[config.mk]
export PLATFORM = sky130hd
export DESIGN_NAME = tpt_divider
export DESIGN_NICKNAME = d
export VERILOG_FILES = /design/src/sv/tpt_pkg.sv /design/src/sv/tpt_divider.sv
export SDC_FILE = /design/constraint.sdc
export NUM_CORES = 1
export LEC_CHECK = 0
export ABC_AREA = 1
export BUFFER_PORTS_ARGS = -buffer_cell sky130_fd_sc_hd__buf_2
export CORE_AREA = 2 2 89 91
export DETAILED_ROUTE_END_ITERATION = 16
export DIE_AREA = 0 0 91 93
export PLACE_DENSITY = 0.85
export SETUP_SLACK_MARGIN = 0.1
export SLEW_MARGIN = 20
export SYNTH_ARGS = -nofsm -noshare
export SYNTH_HDL_FRONTEND = slang
export SYNTH_SLANG_ARGS = --single-unit
[constraint.sdc]
create_clock -name clk_i -period 3.96 [get_ports clk_i]
set_clock_uncertainty 0.15 [all_clocks]
set_input_delay 0.396 -clock clk_i [delete_from_list [all_inputs] [get_ports clk_i]]
set_output_delay 0.396 -clock clk_i [all_outputs]
set_load 0.02 [all_outputs]
[src/sv/tpt_pkg.sv]
// ----------------------------------------------------------------------------
// tpt_pkg: shared types for the twin prime tester
// widths of the candidate and trial divisor, and the divider request and
// response bundles
// ----------------------------------------------------------------------------
package tpt_pkg;

  // width of the input number
  localparam int VALUE_BITS = 31;
  // candidates include number+2, one bit wider
  localparam int CAND_BITS  = VALUE_BITS + 1;
  // trial divisors never pass sqrt(candidate) + 2
  localparam int DIV_BITS   = (CAND_BITS + 1) / 2 + 1;
  // bit counter of the divider
  localparam int CNT_BITS   = $clog2(CAND_BITS + 1);

  typedef logic [CAND_BITS-1:0] cand_t;
  typedef logic [DIV_BITS-1:0]  divisor_t;

  typedef struct packed {
    logic     start;
    cand_t    dividend;
    divisor_t divisor;
  } div_req_t;

  typedef struct packed {
    logic     busy;
    logic     done;
    cand_t    quot;
    divisor_t rem;
  } div_rsp_t;

endpackage

[src/sv/tpt_divider.sv]
// ----------------------------------------------------------------------------
// tpt_divider: iterative restoring divider
// one quotient bit per cycle; gives quotient and remainder together
// ----------------------------------------------------------------------------
module tpt_divider import tpt_pkg::*; (
  input  logic     clk_i,
  input  logic     rst_ni,
  input  div_req_t req_i,
  output div_rsp_t rsp_o
);

  logic                busy_q;
  logic                done_q;
  logic [CNT_BITS-1:0] count_q;
  cand_t               dvd_q;
  divisor_t            dvs_q;
  divisor_t            rem_q;

  logic [DIV_BITS:0]   trial;
  logic [DIV_BITS:0]   dvs_ext;
  logic [DIV_BITS:0]   diff;
  logic                qbit;
  divisor_t            rem_d;

  // shift in the next dividend bit and try to subtract
  assign trial   = {rem_q, dvd_q[CAND_BITS-1]};
  assign dvs_ext = {1'b0, dvs_q};
  assign diff    = trial - dvs_ext;
  assign qbit    = (trial >= dvs_ext);
  assign rem_d   = qbit ? diff[DIV_BITS-1:0] : trial[DIV_BITS-1:0];

  always_ff @(posedge clk_i or negedge rst_ni) begin
    if (!rst_ni) begin
      busy_q  <= 1'b0;
      done_q  <= 1'b0;
      count_q <= '0;
    end else begin
      done_q <= 1'b0;
      if (req_i.start) begin
        busy_q  <= 1'b1;
        count_q <= CNT_BITS'(CAND_BITS - 1);
      end else if (busy_q) begin
        if (count_q == '0) begin
          busy_q <= 1'b0;
          done_q <= 1'b1;
        end else begin
          count_q <= count_q - CNT_BITS'(1);
        end
      end
    end
  end

  // datapath, no reset needed
  always_ff @(posedge clk_i) begin
    if (req_i.start) begin
      dvd_q <= req_i.dividend;
      dvs_q <= req_i.divisor;
      rem_q <= '0;
    end else if (busy_q) begin
      dvd_q <= {dvd_q[CAND_BITS-2:0], qbit};
      rem_q <= rem_d;
    end
  end

  assign rsp_o.busy = busy_q;
  assign rsp_o.done = done_q;
  assign rsp_o.quot = dvd_q;
  assign rsp_o.rem  = rem_q;

endmodule

==> results of run 1 <==
## worst max-delay path: cells and delay by family (launching register included)
family	cells	cell delay, ns
and+or+nand+nor	6	1.29
adders and majority gates	2	0.59
DFF	1	0.40
buffers and inverters	2	0.17
AOI/OAI and AO/OA	1	0.13
## placed cells by master, fill, tap and decap left out, drive strengths merged
master	Yosys	layout
and3	1	1
clkbuf	6	11
xnor2	5	5
nor3	5	5
nand4	4	4
nor2	25	25
a32oi	1	1
ha	19	19
nand3b	7	7
nand2	225	225
clkinvlp	0	2
edfxtp	49	49
a31oi	1	1
a21oi	9	9
nand3	53	53
o21ai	14	14
xor2	2	2
and2	1	1
dfxtp	17	17
dlygate4sd3	0	1
o21bai	2	2
fa	1	1
clkinv	1	3
inv	81	82
dfrtp	8	8
buf	9	104
## kinds of logic after synthesis
group | share of synthesized area (%)
simple gates | 32.2
buf+inv | 9.86
flops | 47.0
compound gates | 3.48
fa+ha+maj | 6.03
xor+xnor | 1.43
## path summary, 6_finish.rpt
check	startpoint	endpoint	slack, ns
setup / recovery	dvd_q[31]$_DFFE_PP_	rem_q[0]$_SDFFE_PP0P_	1.15
hold / removal	req_i[3]	dvs_q[3]$_DFFE_PP_	0.08
setup reg to reg	dvd_q[31]$_DFFE_PP_	rem_q[0]$_SDFFE_PP0P_	1.15
hold reg to reg	rem_q[13]$_SDFFE_PP0P_	rem_q[13]$_SDFFE_PP0P_	0.35
max in group asynchronous	rst_ni	count_q[0]$_DFFE_PN0P_	3.22
min in group asynchronous	rst_ni	count_q[1]$_DFFE_PN0P_	0.27
## power by group through the flow
stage | logic (mW) | registers, mW | clock network, mW
after global routing | 1.41 | 1.05 | 0.593
final | 1.26 | 1.04 | 0.551
after detailed placement | 1.24 | 1.05 | 0
after global placement | 1.20 | 1.05 | 0
after CTS | 1.25 | 1.04 | 0.562
after floorplan | 0.828 | 1.15 | 0
## per-stage QoR
stage / instances / instance area (um^2) / power [mW]
floorplan: 546 / 4280 / 1.98
global placement: 737 / 4820 / 2.25
detailed placement: 737 / 4820 / 2.28
CTS: 754 / 5020 / 2.84
global route: 754 / 5020 / 3.05
finish: 754 / 5020 / 2.85
## sequential cells by signal (all words and copies together), names as in the netlist
name,count
dvd_q,32
rem_q,17
count_q,6
busy_q,1
done_q,1
dvs_q,17
## cell type report
type                       instances  area [um^2]
clock inverter                     5         37.5
multi-input combinational        375         1840
inverter                          82          308
clock buffer                      11          151
timing repair buffer             105          536
tap                              102          128
sequential                        74         2010
fill                             676         2510
## layer usage
metal | GRT usage (%) | part of all wire [%] | vias up | wire length [um]
li1 | - | - | 1927 | -
met1 | 32.7 | 42 | 1766 | 4430
met2 | 44.1 | 48 | 185 | 5110
met3 | 5.88 | 7.8 | 30 | 829
met4 | 9.85 | 2.5 | 0 | 261
met5 | 0 | 0 | - | 0
## what timing repair did
item                                    in CTS  in global routing
hold buffers                                 1                  0
endpoints found under the hold margin        8                  0
endpoints found under the setup margin       0                  0
==> flow_summary.ini, run 1 <==
[status]
status = finished clean

[drt]
drc = 0
first_iter_violations = 421
routedWlPerCell_um = 14.1
wirelength_um = 10600
via_per_inst = 5.18
vias = 3908
drt_pass1_iterations = 5
drtAntennaViolNets = 0

[die]
fp.dieArea_um2 = 8460
die_h_um = 93
core_area_um2 = 7530
io_pins = 103
rows = 32
die_w_um = 91
initial_core_util_pct = 56.8

[logic_synthesis]
ys_types = 33
yosysWarningCount = 0
ys_top_cells_by_count = nand2_1, inv_1, edfxtp_1
synth_area_leaders = edfxtp_1, nand2_1, dfxtp_1
synth_cells = 546
synthArstFlopShare_pct = 10.8
synth.most_common_cell = nand2_1
synth_ff_type = edfxtp_1
synth_area_per_cell_um2 = 7.83
yosysTopAreaCellShare_pct = 34.4
synth_edf_count = 49
synth.largest_area_cell = edfxtp_1
synth-seq-cells = 74
ys_seq_area_share_pct = 47.0
synthesis.area_um2 = 4280
syn-num-nets = 618

[placement]
portBuffers = 102
dp_hpwl_um = 7830
place_ws_ns = 1.24
gp_congestion = 0.929

[clock_tree]
cts_tree = built
post_cts_buffers = 0
htree_levels = 3
cts_root_buffer = clkbuf_8
ctsResizeCount = 0
numCtsBuffers = 9
clkTransAtPathRegs_ns = 0.08
cts.sinks = 74
clock_latency_ns = 0.34
clockBufferDepth = 2

[worst_setup_path]
rr_worst_depth = 11
slowest_delay_ns = 0.45
critPathRequiredTime_ns = 4.07
crit_arrival_ns = 2.92
crit_path_start_kind = register
crit_fanout = 20
critPathKind = register to register
endpoint_kind = register
slowest_stage = fa_1
crit_path_cell_trace = inv_1, ha_1, inv_1, fa_1, nand3_1, nand3_2, nand2_2, nand2_2, nand2_1, nand3_1, o21ai_0

[grt]
grt_pass1_wl_um = 17600
grt_overflow = 0
grt_pass1_vias = 3840
grt_usage_pct = 26.0
antenna_found_initial = 0
grt_max_degree = 42

[timing]
setup_tns_ns = 0
max_slew_margin_pct = 35.6
slew_viol_final = 0
setup-violations-final = 0
timing.final.ws_setup_ns = 1.15
hold_slack_ns = 0.0769
final.min_clock_period_ns = 2.81
post-route-period-util_pct = 71.0
fmax_mhz = 356
worst_pin_slew_ns = 0.960
hold_viol = 0
rsz0062_at_grt = false

[hold_path]
hold_path.class = input port to register
worstHoldPathCells = 1

[final_layout]
final_nets = 719
area_growth_pct = 17.3
fin_util_pct = 66.6
drive_above_1_share_pct = 21.5
n_antenna_cell = 0

[power]
seqPwrFrac_pct = 36.4
combPwrFrac_pct = 44.3
power_density_nw_per_um2 = 568
power_switching_mw = 1.20
internal_power_mw = 1.65
p_leak_nw = 2.73
p_sw_share_pct = 42.1
vdd_drop_max_mv = 0.288
p_clk_share_pct = 19.3

[flow_run]
maxCapViolCount = 0
No activity file was read; power rests on OpenSTA's default activity.
==> run 2: changes to the inputs <==
--- a/config.mk
+++ b/config.mk
@@ -7,10 +7,10 @@
 export LEC_CHECK = 0
 export ABC_AREA = 1
 export BUFFER_PORTS_ARGS = -buffer_cell sky130_fd_sc_hd__buf_2
-export CORE_AREA = 2 2 89 91
+export CORE_AREA = 2 2 97 99
 export DETAILED_ROUTE_END_ITERATION = 16
-export DIE_AREA = 0 0 91 93
-export PLACE_DENSITY = 0.85
+export DIE_AREA = 0 0 99 101
+export PLACE_DENSITY = 0.76
 export SETUP_SLACK_MARGIN = 0.1
 export SLEW_MARGIN = 20
 export SYNTH_ARGS = -nofsm -noshare
==> constraint.sdc (replaced) <==
create_clock -name clk_i -period 2.5 [get_ports clk_i]
set_clock_uncertainty 0.15 [all_clocks]
set_input_delay 0.25 -clock clk_i [delete_from_list [all_inputs] [get_ports clk_i]]
set_output_delay 0.25 -clock clk_i [all_outputs]
set_load 0.02 [all_outputs]
==> flow_summary.ini, run 2 (synthesis results as in run 1) <==
[final_layout]
top_regs = dvd_q x32, dvs_q x17, rem_q x17
largest_reg_flops = 32
area_growth_pct = 23.9
final_common_cell = nand2_1
drive_above_1_share_pct = 21.7
largest-register = dvd_q
final_nets = 741
finalNonFillerCells = 785
final_cell_mix = nand2_1, buf_2, inv_1
fin_util_pct = 59.0
n_antenna_cell = 0

[drt]
drt_pass1_iterations = 5
via_per_inst = 4.96
drtAntennaViolNets = 0
routedWlPerCell_um = 13.4
wirelength_um = 10500
vias = 3894
drc = 0
first_iter_violations = 176

[die]
fp.dieArea_um2 = 10000
rows = 35
core_area_um2 = 8980
die_h_um = 101
initial_core_util_pct = 47.7
die_w_um = 99
io_pins = 103

[clock_tree]
htree_levels = 3
clockBufferDepth = 2
clock_latency_ns = 0.35
clkTransAtPathRegs_ns = 0.08
post_cts_buffers = 0
cts_root_buffer = clkbuf_8
numCtsBuffers = 9
cts_tree = built
cts.sinks = 74

[grt]
grt_overflow = 0
grt.met1_usage_pct = 28.1
use_met3_pct = 5.27
grt_pass1_wl_um = 17400
grt_usage_pct = 22.0
use_met2_pct = 37.1
antenna_found_initial = 0
grt_pass1_vias = 3747
grt_max_degree = 48
grt.busiest_layer = met2

[timing]
post-route-period-util_pct = 88.6
timing.final.ws_setup_ns = 0.286
slew_viol_final = 0
setup-violations-final = 0
final.min_clock_period_ns = 2.21
max_slew_margin_pct = 41.8
worst_pin_slew_ns = 0.871
hold_viol = 0
fmax_mhz = 452
rsz0062_at_grt = false

[worst_setup_path]
crit_path_start_kind = register
crit_buf_inv = 4
endpoint_kind = register
cpLargestDelayFamily = simple AND/OR/NAND/NOR gates
crit_arrival_ns = 2.31
crit_fanout = 11
crit_path_cell_trace = inv_1, ha_1, inv_1, fa_2, nand3_1, nand3_2, nand2_8, buf_12, nand3_1, nand2_1, inv_1, nand2_1, nand2_1
critPathRequiredTime_ns = 2.59
slowest_stage = edfxtp_1
critPathKind = register to register
slowest_delay_ns = 0.40

[status]
status = finished clean

[power]
p_leak_nw = 2.84
finalPower_mw = 4.68
power_density_nw_per_um2 = 883
vdd_drop_max_mv = 0.405

[placement]
portBuffers = 102
place_ws_ns = -0.0138
dp_hpwl_um = 7710
place_inst = 751
gp_congestion = 0.943

[flow_run]
maxCapViolCount = 0

[hold_path]
hold_path.class = input port to register
-- run 2: cell count changes in the layout (fill, tap and decap cells not counted), sizes merged --
cell	before	now
dlygate4sd3	1	18
buf	104	109
bufinv	0	2
clkinvlp	2	1
inv	82	81
-- run 2: stage by stage --
stage          TNS (ns)  cell area (um^2)  hold slack, ns
4_1_cts               0              5280         0.00546
6_report              0              5300          0.0169
3_3_place_gp          0              4880         -0.0487
3_5_place_dp    -0.0138              4880         -0.0450
2_1_floorplan         0              4280          -0.196
5_1_grt               0              5300          0.0157
-- run 2: per-layer routing --
metal  part of all wire (%)  vias up
met1                     45     1771
met5                      0        -
li1                       -     1976
met4                    1.6        0
met2                     46      132
met3                    6.9       15
-- run 2: timing repair --
| action | CTS | global route |
|---|---|---|
| hold buffers | 18 | 0 |
| setup endpoints to repair | 16 | 16 |
| endpoints found under the hold margin | 25 | 0 |
| gates resized for setup | 2 | 4 |
-- run 2: path summary, 6_finish.rpt --
check / from / end / slack [ns] / cells past startpoint
min: req_i[22] / dvd_q[5]$_DFFE_PP_ / 0.02 / 3
min in group asynchronous: rst_ni / count_q[2]$_DFFE_PN0P_ / 0.11 / 2
min reg2reg: rem_q[13]$_SDFFE_PP0P_ / rem_q[13]$_SDFFE_PP0P_ / 0.34 / 2
max reg2reg: dvd_q[31]$_DFFE_PP_ / rem_q[13]$_SDFFE_PP0P_ / 0.29 / 13
max: dvd_q[31]$_DFFE_PP_ / rem_q[13]$_SDFFE_PP0P_ / 0.29 / 13
max in group asynchronous: rst_ni / count_q[1]$_DFFE_PN0P_ / 1.92 / 2
-- run 2: final cells by class --
cell class | instances | area, um^2
flip-flops and latches | 74 | 2010
repair buffers | 127 | 756
clock inverters | 5 | 81.3
clock buffers | 11 | 131
fillers | 813 | 3680
multi-input cells | 375 | 1870
well taps | 111 | 139
inverters | 82 | 308
-- run 2: where the power goes --
group	internal, mW	total (mW)	leakage, nW	switching [mW]
Sequential	1.50	1.64	0.743	0.141
Clock	0.563	1.02	0.104	0.455
Combinational	0.738	2.02	1.99	1.28
-- run 2: worst register-to-register path, stage by stage, from the launching register on --
cell and delay (ns):
edfxtp_1 0.40, inv_1 0.09, ha_1 0.15, inv_1 0.07, fa_2 0.38, nand3_1 0.11
nand3_2 0.16, nand2_8 0.16, buf_12 0.15, nand3_1 0.09, nand2_1 0.06, inv_1 0.04
nand2_1 0.05, nand2_1 0.04
==> run 3: changes to the inputs <==
--- a/config.mk
+++ b/config.mk
@@ -5,11 +5,11 @@
 export SDC_FILE = /design/constraint.sdc
 export NUM_CORES = 1
 export LEC_CHECK = 0
-export ABC_AREA = 1
+export ABC_AREA = 0
 export BUFFER_PORTS_ARGS = -buffer_cell sky130_fd_sc_hd__buf_2
-export CORE_AREA = 2 2 97 99
+export CORE_AREA = 2 2 96 98
 export DETAILED_ROUTE_END_ITERATION = 16
-export DIE_AREA = 0 0 99 101
+export DIE_AREA = 0 0 98 100
 export PLACE_DENSITY = 0.76
 export SETUP_SLACK_MARGIN = 0.1
 export SLEW_MARGIN = 20
==> flow_summary.ini, run 3 <==
[final_layout]
final_common_cell = buf_2
final_cell_mix = buf_2, edfxtp_1, buf_4
final_nets = 600
area_growth_pct = 35.3
top_regs = dvd_q x32, dvs_q x17, rem_q x17
finalNonFillerCells = 644
fin_util_pct = 62.4
largest_reg_flops = 32
drive_above_1_share_pct = 43.7
n_antenna_cell = 0
n_fill_cell = 712
largest-register = dvd_q

[logic_synthesis]
synth.largest_area_cell = edfxtp_1
ys_top_cells_by_count = edfxtp_1, mux2_2, nor2_1
ys_seq_area_share_pct = 49.1
synth.most_common_cell = edfxtp_1
synth-seq-cells = 74
yosysTopAreaCellShare_pct = 35.9
synthesis.area_um2 = 4100
synth_cells = 364
synth_ff_type = edfxtp_1
synth_edf_count = 49
synth_area_per_cell_um2 = 11.3
ys_types = 64
synth_area_leaders = edfxtp_1, mux2_2, dfxtp_1
synthArstFlopShare_pct = 10.8
syn-num-nets = 436
yosysWarningCount = 0

[power]
p_sw_share_pct = 37.4
power_switching_mw = 2.11
p_leak_nw = 2.47
p_clk_share_pct = 20.4
vdd_drop_max_mv = 0.460
finalPower_mw = 5.65
seqPwrFrac_pct = 29.5
internal_power_mw = 3.53
combPwrFrac_pct = 50.1
power_density_nw_per_um2 = 1020

[hold_path]
worstHoldStart = req_i[31]
hold_end = dvd_q[14]$_DFFE_PP_
hold_path.class = input port to register
worstHoldPathCells = 2

[grt]
grt_pass1_wl_um = 17000
grt_overflow = 0
grt_max_degree = 32
antenna_found_initial = 0
grt_pass1_vias = 3545
grt_usage_pct = 21.8

[drt]
drt_pass1_iterations = 4
wirelength_um = 10500
routedWlPerCell_um = 16.3
via_per_inst = 5.41
drtAntennaViolNets = 0
drc = 0
first_iter_violations = 156
vias = 3481

[worst_setup_path]
crit_path_start_kind = register
rr_worst_depth = 12
critPathKind = register to register
crit_arrival_ns = 2.74
reg2reg_slack_ns = -0.16
critPathRequiredTime_ns = 2.58
endpoint_kind = register
r2r-end = rem_q[12]$_SDFFE_PP0P_
r2r_start = dvd_q[31]$_DFFE_PP_
crit_fanout = 3

[timing]
final.min_clock_period_ns = 2.66
post-route-period-util_pct = 106
max_slew_margin_pct = 54.2
setup-violations-final = 17
hold_slack_ns = 0.0391
slew_viol_final = 0
hold_viol = 0
worst_pin_slew_ns = 0.685
fmax_mhz = 376
setup_tns_ns = -1.53
timing.final.ws_setup_ns = -0.156
rsz0062_at_grt = true

[placement]
gp_congestion = 0.881
dp_hpwl_um = 7570
portBuffers = 102
place_inst = 600

[clock_tree]
clock_latency_ns = 0.36
clockBufferDepth = 2
cts_tree = built
cts_root_buffer = clkbuf_8
htree_levels = 3
cts.sinks = 74
numCtsBuffers = 9
clkTransAtPathRegs_ns = 0.09

[die]
initial_core_util_pct = 46.1
rows = 35
die_w_um = 98
io_pins = 103
fp.dieArea_um2 = 9800
core_area_um2 = 8890
die_h_um = 100

[status]
violations = setup timing
status = complete, but fails checks

[flow_run]
maxCapViolCount = 0
run 3: cell count changes after synthesis, moves of 8 or more:
cell	before	now
nand2_1	218	23
inv_1	80	24
nand3_1	48	6
mux2_2	0	32
a21oi_1	9	19
nor2_1	19	29
a211oi_1	0	8
nand2b_1	0	8
run 3: kinds of logic (layout without fill, tap and decap cells):
family          Yosys count  in the layout  synth area share [%]
compound gates           84             84                  14.9
flops                    74             74                  49.1
simple gates             92             92                  11.3
buf+inv                  43            212                  5.40
xor+xnor                 12             12                  2.56
mux                      39             39                  10.5
fa+ha+maj                20             20                  6.29
run 3: timing repair:
action                                  4_1_cts  5_1_grt
endpoints found under the setup margin       18       18
resized for setup                            26        7
endpoints found under the hold margin        25        0
pin swaps                                    19       13
hold buffers                                 18        0
buffers inserted                              8        3
run 3: per-stage QoR:
stage	cell area, um^2	setup WS, ns
after floorplan	4110	-0.330
after global placement	4950	-0.0454
after detailed placement	4950	-0.198
after CTS	5510	-0.154
after global routing	5550	-0.256
final	5550	-0.156
run 3: layout make-up:
type                            count  area [um^2]  share of cell area (%)
Clock inverter                      6          113                    2.03
Clock buffer                       10          128                    2.30
Timing Repair Buffer              172         1100                    19.9
Sequential cell                    74         2010                    36.3
Inverter                           24         90.1                    1.62
Multi-Input combinational cell    247         1960                    35.4
Tap cell                          111          139                    2.50
run 3: worst max path at each step:
| stage | start | endpoint | slack [ns] |
|---|---|---|---|
| final | dvd_q[31]$_DFFE_PP_ | rem_q[12]$_SDFFE_PP0P_ | -0.16 |
| after global routing | dvd_q[31]$_DFFE_PP_ | rem_q[0]$_SDFFE_PP0P_ | -0.26 |
| after CTS | dvd_q[31]$_DFFE_PP_ | rem_q[1]$_SDFFE_PP0P_ | -0.15 |
| after detailed placement | dvd_q[31]$_DFFE_PP_ | rem_q[1]$_SDFFE_PP0P_ | -0.20 |
| after global placement | dvd_q[31]$_DFFE_PP_ | rem_q[10]$_SDFFE_PP0P_ | -0.05 |
| after floorplan | dvd_q[31]$_DFFE_PP_ | dvd_q[0]$_DFFE_PP_ | -0.33 |
run 3: layer usage:
| layer | wire (um) | GRT usage [%] |
|---|---|---|
| met5 | 0 | 0 |
| met4 | 227 | 7.80 |
| met3 | 902 | 7.17 |
| met2 | 5230 | 36.8 |
| met1 | 4170 | 26.3 |
run 3: power groups by stage:
stage	registers (mW)	clock network [mW]	logic (mW)
2_1_floorplan	1.90	0	1.44
3_3_place_gp	1.68	0	2.42
3_5_place_dp	1.68	0	2.49
4_1_cts	1.66	1.16	2.78
5_1_grt	1.69	1.21	3.05
6_report	1.67	1.15	2.83
run 3: worst max-delay path, cell delays in order, from the launching register on:
cell and delay, ns:
edfxtp_1 0.42, inv_2 0.10, ha_4 0.14, inv_2 0.04
fa_2 0.35, a21o_4 0.22, a221oi_4 0.29, buf_4 0.16
buf_6 0.09, nand3b_1 0.11, a31oi_2 0.12, xnor2_1 0.20
o221ai_1 0.15
